### src/hw/rtl/crl_pkg.sv
// Shared types, codes and default sizes for the connection rate limiter.
// No dependencies; imported by crl_exempt and connection_rate_limiter.
`default_nettype none

package crl_pkg;

  localparam int RING_DEPTH_DEF   = 128;
  localparam int EXEMPT_DEPTH_DEF = 8;

  localparam int ADDR_W  = 32;
  localparam int TIME_W  = 32;
  localparam int SLOT_W  = 3;
  localparam int COUNT_W = 8;
  localparam int CFG_W   = 16;
  localparam int CFG_IDX_W = 2;

  localparam logic OP_CONNECT = 1'b0;
  localparam logic OP_EXEMPT  = 1'b1;

  localparam logic [1:0] VERDICT_OK   = 2'd0;
  localparam logic [1:0] VERDICT_BUSY = 2'd1;
  localparam logic [1:0] VERDICT_HOST = 2'd2;

  localparam logic [CFG_IDX_W-1:0] CFG_WINDOW       = 2'd0;
  localparam logic [CFG_IDX_W-1:0] CFG_TOTAL_LIMIT  = 2'd1;
  localparam logic [CFG_IDX_W-1:0] CFG_HOST_LIMIT   = 2'd2;
  localparam logic [CFG_IDX_W-1:0] CFG_EXEMPT_COUNT = 2'd3;

  // Control from the sequencer to the exempt table.
  typedef struct packed {
    logic              wr_en;
    logic [SLOT_W-1:0] wr_index;
    logic [ADDR_W-1:0] wr_data;
    logic              start;
    logic [ADDR_W-1:0] addr;
  } crl_ex_ctl_t;

  // Lookup status back to the sequencer; hit is meaningful with done.
  typedef struct packed {
    logic done;
    logic hit;
  } crl_ex_status_t;

endpackage

`default_nettype wire

### src/hw/rtl/crl_exempt.sv
// Exempt host table with a one-entry-per-cycle sequential lookup.
// Depends on crl_pkg for the control and status structs.
`default_nettype none

module crl_exempt #(
  parameter int EXEMPT_DEPTH = crl_pkg::EXEMPT_DEPTH_DEF
) (
  input  wire logic                   clk,
  input  wire logic                   rst,
  input  wire crl_pkg::crl_ex_ctl_t   ctl,
  input  wire logic [3:0]             exempt_count,
  output crl_pkg::crl_ex_status_t     status
);
  import crl_pkg::*;

  localparam int EW = (EXEMPT_DEPTH > 1) ? $clog2(EXEMPT_DEPTH) : 1;
  localparam int NW = ($clog2(EXEMPT_DEPTH + 1) > 4) ? $clog2(EXEMPT_DEPTH + 1) : 4;

  logic [ADDR_W-1:0] table_mem [EXEMPT_DEPTH];
  logic [ADDR_W-1:0] rd_data;
  logic [NW-1:0]     k;
  logic [NW-1:0]     n;
  logic [NW-1:0]     n_clamp;
  logic              busy;
  logic              chk;
  logic              issue;
  logic              match;

  assign n_clamp = (NW'(exempt_count) > NW'(EXEMPT_DEPTH)) ? NW'(EXEMPT_DEPTH)
                                                            : NW'(exempt_count);
  assign issue = busy && (k < n);
  assign match = chk && (rd_data == ctl.addr);

  always_comb begin
    status.hit  = match;
    status.done = busy && (match || (!chk && (k >= n)));
  end

  always_ff @(posedge clk) begin
    if (ctl.wr_en && (int'(ctl.wr_index) < EXEMPT_DEPTH)) begin
      table_mem[EW'(ctl.wr_index)] <= ctl.wr_data;
    end
    rd_data <= table_mem[k[EW-1:0]];
  end

  always_ff @(posedge clk) begin
    if (rst) begin
      busy <= 1'b0;
      chk  <= 1'b0;
      k    <= '0;
      n    <= '0;
    end else if (ctl.start) begin
      busy <= 1'b1;
      chk  <= 1'b0;
      k    <= '0;
      n    <= n_clamp;
    end else if (busy) begin
      if (status.done) begin
        busy <= 1'b0;
        chk  <= 1'b0;
      end else begin
        // one entry read per cycle, compared the cycle after
        chk <= issue;
        if (issue) begin
          k <= k + 1'b1;
        end
      end
    end
  end

endmodule

`default_nettype wire

### config.mk
export PLATFORM = sky130hd
export DESIGN_NAME = crl_exempt
export DESIGN_NICKNAME = d
export VERILOG_FILES = /design/src/hw/rtl/crl_pkg.sv /design/src/hw/rtl/crl_exempt.sv
export SDC_FILE = /design/constraint.sdc
export NUM_CORES = 1
export LEC_CHECK = 0
export BUFFER_PORTS_ARGS = -buffer_cell sky130_fd_sc_hd__buf_2
export CORE_ASPECT_RATIO = 0.8
export CORE_MARGIN = 2
export CORE_UTILIZATION = 48
export CTS_CLUSTER_DIAMETER = 150
export CTS_CLUSTER_SIZE = 40
export DETAILED_ROUTE_END_ITERATION = 10
export PLACE_DENSITY = 0.66
export SLEW_MARGIN = 15
export SYNTH_ARGS = -nofsm -noshare
export SYNTH_HDL_FRONTEND = slang
export SYNTH_SLANG_ARGS = --single-unit
### constraint.sdc
create_clock -name clk -period 3.3 [get_ports clk]
set_clock_uncertainty 0.2 [all_clocks]
set_input_delay 0 -clock clk [delete_from_list [all_inputs] [get_ports clk]]
set_output_delay 0 -clock clk [all_outputs]
set_load 0.05 [all_outputs]
==> results of run 1 <==
per-layer routing:
metal  wire, um  global-route usage (%)  up-vias
li1           -                       -     2376
met1       9179                   26.30     2690
met2      10750                   30.06      167
met3       1450                   2.400       16
met4        233                   3.333        0
met5          0                       0        -
power groups by stage:
stage | sequential [mW] | clock, mW | combinational (mW)
2_1_floorplan | 4.32 | 0 | 0.129
3_3_place_gp | 4.32 | 0 | 0.264
3_5_place_dp | 4.33 | 0 | 0.275
4_1_cts | 4.24 | 1.75 | 0.321
5_1_grt | 4.25 | 1.87 | 0.345
6_report | 4.24 | 1.70 | 0.315
cells by family after synthesis:
family | after synthesis | share of synthesized area (%)
AOI/OAI and AO/OA | 23 | 1.262
buffers and inverters | 28 | 1.184
xor gates and xnor gates | 32 | 2.503
DFF | 298 | 76.15
adders and majority gates | 5 | 0.5586
and+or+nand+nor | 45 | 2.167
muxes | 97 | 16.18
worst max-delay path, delay by kind of cell, from the launching register on:
family          cells  cell delay (ps)
simple gates        3             1180
buf+inv             2              360
flops               1              350
xor+xnor            1              150
compound gates      1              120
registers in the layout (all words and copies together), names as in the netlist:
register	count
busy	1
chk	1
k	4
n	4
rd_data	32
table_mem	256
layout make-up:
class / count / area [um2] / area share, %
clock buffer: 16 / 294.0 / 2.288
antenna: 2 / 5.005 / 0.03894
timing repair buffer: 138 / 980.9 / 7.632
tap: 306 / 382.9 / 2.979
inverter: 7 / 31.28 / 0.2434
clock inverter: 1 / 30.03 / 0.2336
sequential: 298 / 8534 / 66.40
multi-input combinational: 202 / 2594 / 20.18
placed cells by master (no fill, tap or decap), types with 10 or more instances in the layout:
master and count:
sky130_fd_sc_hd__clkbuf_16 11, sky130_fd_sc_hd__buf_4 12, sky130_fd_sc_hd__dlygate4sd3_1 49, sky130_fd_sc_hd__a21oi_1 10, sky130_fd_sc_hd__dfxtp_1 39, sky130_fd_sc_hd__xor2_1 31, sky130_fd_sc_hd__buf_2 76, sky130_fd_sc_hd__mux4_2 64
sky130_fd_sc_hd__mux2_2 32, sky130_fd_sc_hd__edfxtp_1 256
final timing paths:
kind                                           to  slack, ps  cells after the start
worst max register to register   chk$_SDFFE_PP0P_        550                      7
worst min register to register  n[3]$_SDFFE_PP0P_        330                      2
worst max-delay path                    status[1]        450                      7
worst min-delay path            k[1]$_SDFFE_PP0P_         50                      7
through the flow:
step / hold slack (ps) / std cells / power, mW / worst slack (ps) / instance area, um2
global placement: 32.30 / 902 / 4.581 / 946.2 / 12030
detailed placement: 48.15 / 902 / 4.601 / 816.6 / 12030
finish: 47.33 / 970 / 6.253 / 446.6 / 12850
CTS: 24.73 / 968 / 6.316 / 430.4 / 12850
floorplan: -130.9 / 528 / 4.446 / 253.7 / 11200
global route: 46.89 / 969 / 6.467 / 334.7 / 12850
==> impl_summary.txt, run 1 <==
----------------------------------------------------
[Run status]
  Run status ... completed

[Clock tree]
  Clock slew seen by the registers of the worst setup and hold paths ... 140 ps
  Number of hold buffers added after CTS ... 49
  Clock tree sinks ... 298
  CTS tree ... yes
  Total number of H-tree levels ... 1
  Post CTS Setup Buffer Count ... 0
  Cell at the root of the clock tree ... sky130_fd_sc_hd__clkbuf_16
  Number of gates given a new drive strength after cts ... 0
  Number of buffers on the longest clock path ... 3
  Worst-skew pair later-pin latency ... 500 ps
  TritonCTS Buffers ... 11

[Hold path]
  Min-Delay Startpoint ... ctl[25]
  Path type of the worst min-delay path ... primary input to register

[Timing]
  Final critical path time including I/O delays and setup ... 2853 ps
  Count of final hold-check violations ... 0
  Slew of the pin with the lowest slew margin ... 624.3 ps
  Setup violations, final ... 0
  Slew Viols, Final ... 0
  Maximum clock rate ... 0.3505 GHz
  Worst-case headroom to the max-slew limit ... 58.38%
  Summed negative setup slack over all endpoints ... 0 ps
  Unrepaired setup endpoints after global routing ... false
  Share of the cycle needed by the critical path after routing ... 86.47%

[Floorplanning]
  Die X-Extent ... 174.8 um
  Number of ports placed on the die boundary ... 77
  Vertical die dimension ... 140.6 um
  Initial core utilization ... 49.37%
  Overall die area ... 0.02458 mm2
  FP Rows ... 49
  Core outline area ... 0.02268 mm2

[Worst setup path]
  Crit Reg-Reg Startpoint ... rd_data[27]$_DFF_P_
  Cell Chain, Critical Path ... xor2_1, nor4_1, nand2_1, or4_4, clkinv_4, o21a_1, buf_2
  Worst-path maximum fanout ... 9
  Setup Crit Path Kind ... register to output pin
  Nature of the critical path startpoint ... register
  Master of the slowest instance on the critical path ... sky130_fd_sc_hd__or4_4
  Worst setup path startpoint ... rd_data[27]$_DFF_P_
  Data required time of the worst path ... 3100 ps
  Critical path capture point type ... output pin
  Worst stage delay on the critical path ... 610 ps
  WP data arrival ... 2650 ps

[Drt]
  Number of iterations in the first detailed-routing pass ... 5
  Vias per cell ... 5.411
  Routed length per instance ... 22.28 um
  Vias after detailed routing ... 5,249
  Number of nets still failing antenna checks after routing ... 0
  Total routed wirelength ... 21,610 um
  Number of design-rule violations left by the first detailed-router iteration ... 499
  DRC viols ... 0

[Power]
  Power spent charging and discharging nets ... 1.244 mW
  Share of total power in the clock network ... 27.2%
  Logic pwr share ... 5.0%
  Power Density ... 486.5 mW/mm2
  Proportion of total power due to net switching ... 19.90%
  Sequential group share of total power ... 67.8%
  Leakage power ... 4.135 nW
  Worst supply voltage drop on vdd ... 0.3780 mV
  Design internal power ... 5.009 mW

[Global route]
  First-pass GRT wire length ... 33,090 um
  Pin count of the biggest net entering global routing ... 68
  Initial antenna violation count ... 1
  Total global-route track usage ... 18.09%
  Vias in the first global route ... 5,592
  Aggregate global routing overflow ... 0

[Synthesis]
  Main synth FF type ... sky130_fd_sc_hd__edfxtp_1
  Most instantiated library cell after synthesis ... sky130_fd_sc_hd__edfxtp_1
  Leading post-synthesis cells by cell area ... sky130_fd_sc_hd__edfxtp_1 (69%), sky130_fd_sc_hd__mux4_2 (13%), sky130_fd_sc_hd__dfxtp_1 (7.5%)
  Seq cells post-synth ... 298
  Number of warnings reported in the yosys synthesis log ... 0
  Top cells by count, synth ... sky130_fd_sc_hd__edfxtp_1 (256), sky130_fd_sc_hd__mux4_2 (64), sky130_fd_sc_hd__dfxtp_1 (42)
  Net Count, Synth ... 608
  Largest area contributor in the netlist ... sky130_fd_sc_hd__edfxtp_1
  Synth top area share ... 68.64%
  Cell Area, Synth ... 0.01120 mm2
  Average cell area after synthesis ... 21.21 um2
  FFs w/ async S/R, synth ... 0%
  Cell count after synthesis ... 528
  Count of flip-flops with a built-in enable after synthesis ... 256
  Number of distinct standard cells referenced by the synthesized netlist ... 35
  Fraction of the yosys area taken by sequential cells ... 76.15%

[Final layout]
  NumNets Final ... 738
  Syn-to-layout area delta ... 14.76%
  Share of the core filled with cells ... 56.66%
  Fraction of final layout cells with drive strength greater than 1 ... 32.02%
  Filler cells ... 1,707

[Placement]
  Final RePlAce weighted congestion ... 0.7742
  HPWL Detailed ... 12,750 um
  PortBufs ... 76

[Flow run]
  Number of violations of the max-capacitance limit ... 0

----------------------------------------------------
Note: power is estimated with default switching activity, not from simulation.
==> run 2: changes to the inputs <==
HOLD_SLACK_MARGIN = 0.05   (was not set)
==> impl_summary.txt, run 2 (synthesized netlist as in run 1, its figures left out) <==
----------------------------------------------------
[Power]
  Sequential group share of total power ... 67.8% (about the same)
  Worst supply voltage drop on vdd ... 0.3758 mV (-0.57%)
  Power spent charging and discharging nets ... 1.243 mW (about the same)
  Logic pwr share ... 5.1% (about the same)
  Power Density ... 485.8 mW/mm2 (-0.14%)
  Design internal power ... 5.010 mW (about the same)
  Share of total power in the clock network ... 27.1% (about the same)
  Leakage power ... 4.145 nW (+0.25%)
  Proportion of total power due to net switching ... 19.88% (about the same)

[Floorplanning]
  FP Rows ... 49 (unchanged)
  Overall die area ... 0.02458 mm2 (unchanged)
  Number of ports placed on the die boundary ... 77 (unchanged)
  Initial core utilization ... 49.37% (unchanged)
  Die X-Extent ... 174.8 um (unchanged)
  Core outline area ... 0.02268 mm2 (unchanged)
  Vertical die dimension ... 140.6 um (unchanged)

[Global route]
  Aggregate global routing overflow ... 0 (unchanged)
  Pin count of the biggest net entering global routing ... 68 (unchanged)
  Vias in the first global route ... 5,615 (+0.41%)
  First-pass GRT wire length ... 33,150 um (+0.19%)
  Initial antenna violation count ... 1 (unchanged)
  Total global-route track usage ... 18.12% (+0.030 points)

[Placement]
  PortBufs ... 76 (unchanged)
  HPWL Detailed ... 12,750 um (unchanged)
  DP Worst Slack ... 816.6 ps (unchanged)
  Final RePlAce weighted congestion ... 0.7742 (unchanged)

[Final layout]
  Share of the core filled with cells ... 56.75% (+0.088 points)
  Number of flip-flops in the largest register ... 256 (unchanged)
  Leading cell type in the layout, fill and taps excluded ... sky130_fd_sc_hd__edfxtp_1
  Syn-to-layout area delta ... 14.94%
  Top library cells by usage in the layout, fill and taps aside ... sky130_fd_sc_hd__edfxtp_1 (256), sky130_fd_sc_hd__buf_2 (76), sky130_fd_sc_hd__mux4_2 (64)
  Top register by number of flip-flops ... table_mem
  Fraction of final layout cells with drive strength greater than 1 ... 31.93% (-0.096 points)
  NumNets Final ... 740 (+0.27%)
  Largest registers in the final layout ... table_mem x256, rd_data x32

[Clock tree]
  Clock tree sinks ... 298 (unchanged)
  TritonCTS Buffers ... 11 (unchanged)
  Total number of H-tree levels ... 1 (unchanged)
  Worst-skew pair later-pin latency ... 490 ps (about the same)
  Clock slew seen by the registers of the worst setup and hold paths ... 140 ps (about the same)
  Number of gates given a new drive strength after cts ... 0 (unchanged)
  Number of buffers on the longest clock path ... 3 (unchanged)
  CTS tree ... yes
  Cell at the root of the clock tree ... sky130_fd_sc_hd__clkbuf_16

[Hold path]
  Path type of the worst min-delay path ... primary input to register
  Worst hold path stage count ... 2 (-5)

[Timing]
  Final critical path time including I/O delays and setup ... 2823 ps (-29.98 ps)
  Final hold slack ... 103.8 ps (+56.45 ps)
  Final setup margin ... 476.5 ps (+29.98 ps)
  Worst-case headroom to the max-slew limit ... 58.17% (-0.21 points)
  Slew Viols, Final ... 0 (unchanged)
  Slew of the pin with the lowest slew margin ... 627.4 ps (+3.117 ps)
  Count of final hold-check violations ... 0 (unchanged)
  Summed negative setup slack over all endpoints ... 0 ps (unchanged)
  Setup violations, final ... 0 (unchanged)
  Maximum clock rate ... 0.3542 GHz (+1.1%)
  Share of the cycle needed by the critical path after routing ... 85.56% (-0.91 points)
  Unrepaired setup endpoints after global routing ... false

[Worst setup path]
  Data required time of the worst path ... 3100 ps (about the same)
  Worst stage delay on the critical path ... 590 ps (-20 ps)
  Nature of the critical path startpoint ... register
  Setup Crit Path Kind ... register to output pin
  WP data arrival ... 2620 ps (-30 ps)
  Number of cells on the worst reg-to-reg path ... 7 (unchanged)
  Master of the slowest instance on the critical path ... sky130_fd_sc_hd__or4_4
  Cell Chain, Critical Path ... xor2_1, nor4_1, nand2_1, or4_4, clkinv_4, o21a_1, buf_2
  Minimum setup slack among reg-to-reg paths ... 530 ps (-20 ps)
  Critical path capture point type ... output pin
  Worst-path maximum fanout ... 9 (unchanged)

[Drt]
  Vias per cell ... 5.471 (+1.1%)
  DRC viols ... 0 (unchanged)
  Vias after detailed routing ... 5,318 (+1.3%)
  Routed length per instance ... 22.37 um (+0.38%)
  Total routed wirelength ... 21,740 um (+0.58%)
  Number of nets still failing antenna checks after routing ... 0 (unchanged)
  Number of design-rule violations left by the first detailed-router iteration ... 490 (-1.8%)
  Number of iterations in the first detailed-routing pass ... 4 (-1)

[Run status]
  Run status ... completed

[Flow run]
  Number of violations of the max-capacitance limit ... 0 (unchanged)

----------------------------------------------------
run 2: power groups by stage:
stage	clock [mW]	combinational [mW]	sequential, mW
after floorplan	0	0.129	4.32
after global placement	0	0.264	4.32
after detailed placement	0	0.275	4.33
after CTS	1.75	0.323	4.24
after global routing	1.87	0.347	4.25
final	1.70	0.318	4.24
run 2: metrics by stage:
step | instances | cell area (um2) | total power, mW
4_1_cts | 970 | 12870 | 6.318
5_1_grt | 971 | 12870 | 6.469
6_report | 972 | 12870 | 6.253
3_3_place_gp | 902 | 12030 | 4.581
3_5_place_dp | 902 | 12030 | 4.601
2_1_floorplan | 528 | 11200 | 4.446
run 2: path summary, 6_finish.rpt:
check,startpoint,end
worst min register to register,k[3]$_SDFFE_PP0P_,k[3]$_SDFFE_PP0P_
worst max-delay path,rd_data[27]$_DFF_P_,status[1]
worst min-delay path,ctl[61],table_mem[2][28]$_DFFE_PP_
worst max register to register,rd_data[27]$_DFF_P_,chk$_SDFFE_PP0P_
run 2: timing repair:
item	4_1_cts	5_1_grt
endpoints found under the setup margin	0	0
hold buffers	51	0
hold endpoints to repair	316	0
buffers inserted	0	0
run 2: layout make-up:
type / count / area, um2
tap: 306 / 382.9
clock buffer: 16 / 294.0
multi-input combinational: 202 / 2594
clock inverter: 1 / 30.03
sequential: 298 / 8534
antenna: 2 / 5.005
inverter: 7 / 31.28
fill: 1702 / 9812
timing repair buffer: 140 / 1001
run 2: critical path: cells and delay by family (launching register included):
family,cells,cell delay [ps]
AO/OA/AOI/OAI,1,120
flip-flops,1,350
XOR/XNOR,1,150
AND/OR/NAND/NOR,3,1150
buffers and inverters,2,360
run 2: metal layers:
metal | vias up | global-route usage [%] | wire [um]
li1 | 2380 | - | -
met4 | 0 | 3.333 | 257
met3 | 18 | 2.400 | 869
met1 | 2797 | 26.34 | 9860
met2 | 123 | 30.12 | 10750
met5 | - | 0 | 0
==> run 3: changes to the inputs <==
clock period = 2.7 ns   (was 3.3 ns; I/O delays follow)
==> impl_summary.txt, run 3 (synthesized netlist as in run 1, its figures left out) <==
----------------------------------------------------
[Run status]
  Run status ... completed

[Final layout]
  Syn-to-layout area delta ... 14.90% (about the same)
  Leading cell type in the layout, fill and taps excluded ... sky130_fd_sc_hd__edfxtp_1
  Number of flip-flops in the largest register ... 256 (unchanged)
  Top register by number of flip-flops ... table_mem
  Filler cells ... 1,706 (+0.24%)
  Area taken by flip-flops and latches ... 0.008534 mm2 (unchanged)
  Multi-input gate area ... 0.002639 mm2 (+1.7%)
  NumNets Final ... 732 (-1.1%)
  Fraction of final layout cells with drive strength greater than 1 ... 32.77% (+0.85 points)
  Share of the core filled with cells ... 56.73% (about the same)
  Top library cells by usage in the layout, fill and taps aside ... sky130_fd_sc_hd__edfxtp_1 (256), sky130_fd_sc_hd__buf_2 (75), sky130_fd_sc_hd__mux4_2 (64)
  Largest registers in the final layout ... table_mem x256, rd_data x32

[Clock tree]
  TritonCTS Buffers ... 11 (unchanged)
  Clock slew seen by the registers of the worst setup and hold paths ... 130 ps (about the same)
  Clock tree sinks ... 298 (unchanged)
  Cell at the root of the clock tree ... sky130_fd_sc_hd__clkbuf_16
  CTS tree ... yes
  Total number of H-tree levels ... 1 (unchanged)
  Number of buffers on the longest clock path ... 3 (unchanged)
  Worst-skew pair later-pin latency ... 490 ps (about the same)
  Post CTS Setup Buffer Count ... 0 (unchanged)

[Timing]
  Summed negative setup slack over all endpoints ... 0 ps (unchanged)
  Worst-case headroom to the max-slew limit ... 57.54% (-0.64 points)
  Maximum clock rate ... 0.3774 GHz
  Final setup margin ... 50.25 ps (-426.3 ps)
  Slew Viols, Final ... 0 (unchanged)
  Count of final hold-check violations ... 0 (unchanged)
  Final hold slack ... 52.52 ps (-51.27 ps)
  Setup violations, final ... 0 (unchanged)
  Final critical path time including I/O delays and setup ... 2650 ps
  Share of the cycle needed by the critical path after routing ... 98.14%
  Unrepaired setup endpoints after global routing ... true
  Slew of the pin with the lowest slew margin ... 637.0 ps (+9.546 ps)

[Placement]
  PortBufs ... 76 (unchanged)
  HPWL Detailed ... 12,480 um (-2.0%)
  Final RePlAce weighted congestion ... 0.7637 (-1.4%)
  DP Worst Slack ... -13.31 ps (-829.9 ps)

[Power]
  Share of total power in the clock network ... 26.9% (-0.2 points)
  Worst supply voltage drop on vdd ... 0.4367 mV (+16%)
  Power Density ... 593.1 mW/mm2 (+22%)
  Design internal power ... 6.121 mW (+22%)
  Logic pwr share ... 5.2% (about the same)
  Power spent charging and discharging nets ... 1.511 mW (+22%)
  Leakage power ... 4.124 nW (-0.52%)
  Proportion of total power due to net switching ... 19.80% (-0.081 points)
  Sequential group share of total power ... 67.9% (about the same)

[Floorplanning]
  Die X-Extent ... 174.8 um (unchanged)
  Vertical die dimension ... 140.6 um (unchanged)
  Core outline area ... 0.02268 mm2 (unchanged)
  FP Rows ... 49 (unchanged)
  Overall die area ... 0.02458 mm2 (unchanged)
  Number of ports placed on the die boundary ... 77 (unchanged)
  Initial core utilization ... 49.37% (unchanged)

[Worst setup path]
  Minimum setup slack among reg-to-reg paths ... 60 ps (-470 ps)
  Data required time of the worst path ... 2500 ps (-600 ps)
  Setup Crit Path Kind ... register to output pin
  Critical path capture point type ... output pin
  WP data arrival ... 2450 ps (-170 ps)
  Worst-path maximum fanout ... 9 (unchanged)
  Nature of the critical path startpoint ... register

[Flow run]
  Number of violations of the max-capacitance limit ... 0 (unchanged)

[Global route]
  Pin count of the biggest net entering global routing ... 68 (unchanged)
  Initial antenna violation count ... 1 (unchanged)
  Vias in the first global route ... 5,637 (+0.39%)
  Aggregate global routing overflow ... 0 (unchanged)
  Total global-route track usage ... 18.30% (+0.19 points)
  First-pass GRT wire length ... 33,260 um (+0.35%)

[Drt]
  Vias per cell ... 5.533 (+1.1%)
  DRC viols ... 0 (unchanged)
  Routed length per instance ... 22.69 um (+1.5%)
  Vias after detailed routing ... 5,328 (+0.19%)
  Total routed wirelength ... 21,850 um (+0.52%)
  Number of design-rule violations left by the first detailed-router iteration ... 409 (-17%)
  Number of iterations in the first detailed-routing pass ... 4 (unchanged)
  Number of nets still failing antenna checks after routing ... 0 (unchanged)

[Hold path]
  Path type of the worst min-delay path ... primary input to register

----------------------------------------------------
[run 3: cell count changes in the layout (fill, tap and decap cells not counted), sizes merged]
cell,before,now
buf,89,88
diode,2,1
dlygate4sd3,51,44
[run 3: area by class of cell]
| class | count | share of cell area (%) |
|---|---|---|
| Antenna cell | 1 | 0.01945 |
| Tap cell | 306 | 2.975 |
| Clock buffer | 16 | 2.285 |
| Clock inverter | 1 | 0.2333 |
| Inverter | 7 | 0.2431 |
| Multi-Input combinational cell | 202 | 20.51 |
| Sequential cell | 298 | 66.32 |
| Timing Repair Buffer | 132 | 7.419 |
[run 3: per-layer routing]
layer,vias to the layer above,GRT usage [%],share of wire (%)
li1,2365,-,-
met1,2785,26.99,45
met2,156,29.62,48
met3,22,2.832,5.5
met4,0,3.509,1.3
met5,-,0,0
[run 3: worst paths after layout]
check / end / from / cells past startpoint
worst max register to register: chk$_SDFFE_PP0P_ / rd_data[24]$_DFF_P_ / 7
worst min register to register: k[3]$_SDFFE_PP0P_ / k[3]$_SDFFE_PP0P_ / 2
worst min-delay path: k[1]$_SDFFE_PP0P_ / ctl[28] / 7
worst max-delay path: status[1] / rd_data[24]$_DFF_P_ / 7
[run 3: per-stage QoR]
step                instances  total power, mW  instance area, um2
floorplan                 528            5.434               11210
global placement          901            5.607               12060
detailed placement        901            5.630               12060
CTS                       962            7.699               12870
global route              962            7.881               12870
finish                    963            7.632               12870
[run 3: repair_timing]
action	in CTS	in global routing
cloned	0	0
gates resized for setup	7	0
pin swaps	2	0
hold buffers	44	0
setup endpoints to repair	2	4
hold endpoints to repair	277	0
[run 3: power by group through the flow]
stage               Sequential (mW)  Combinational, mW  Clock, mW
floorplan                      5.28              0.158          0
global placement               5.27              0.333          0
detailed placement             5.29              0.345          0
CTS                            5.18              0.404       2.11
global route                   5.19              0.436       2.25
finish                         5.18              0.399       2.05
[run 3: critical path, cell delays in order, from the launching register on]
cell,delay (ps)
sky130_fd_sc_hd__dfxtp_1,330
sky130_fd_sc_hd__xor2_1,170
sky130_fd_sc_hd__nor4_4,410
sky130_fd_sc_hd__nand3_2,170
sky130_fd_sc_hd__or4_4,480
sky130_fd_sc_hd__clkinv_4,100
sky130_fd_sc_hd__o21a_1,150
sky130_fd_sc_hd__buf_6,160
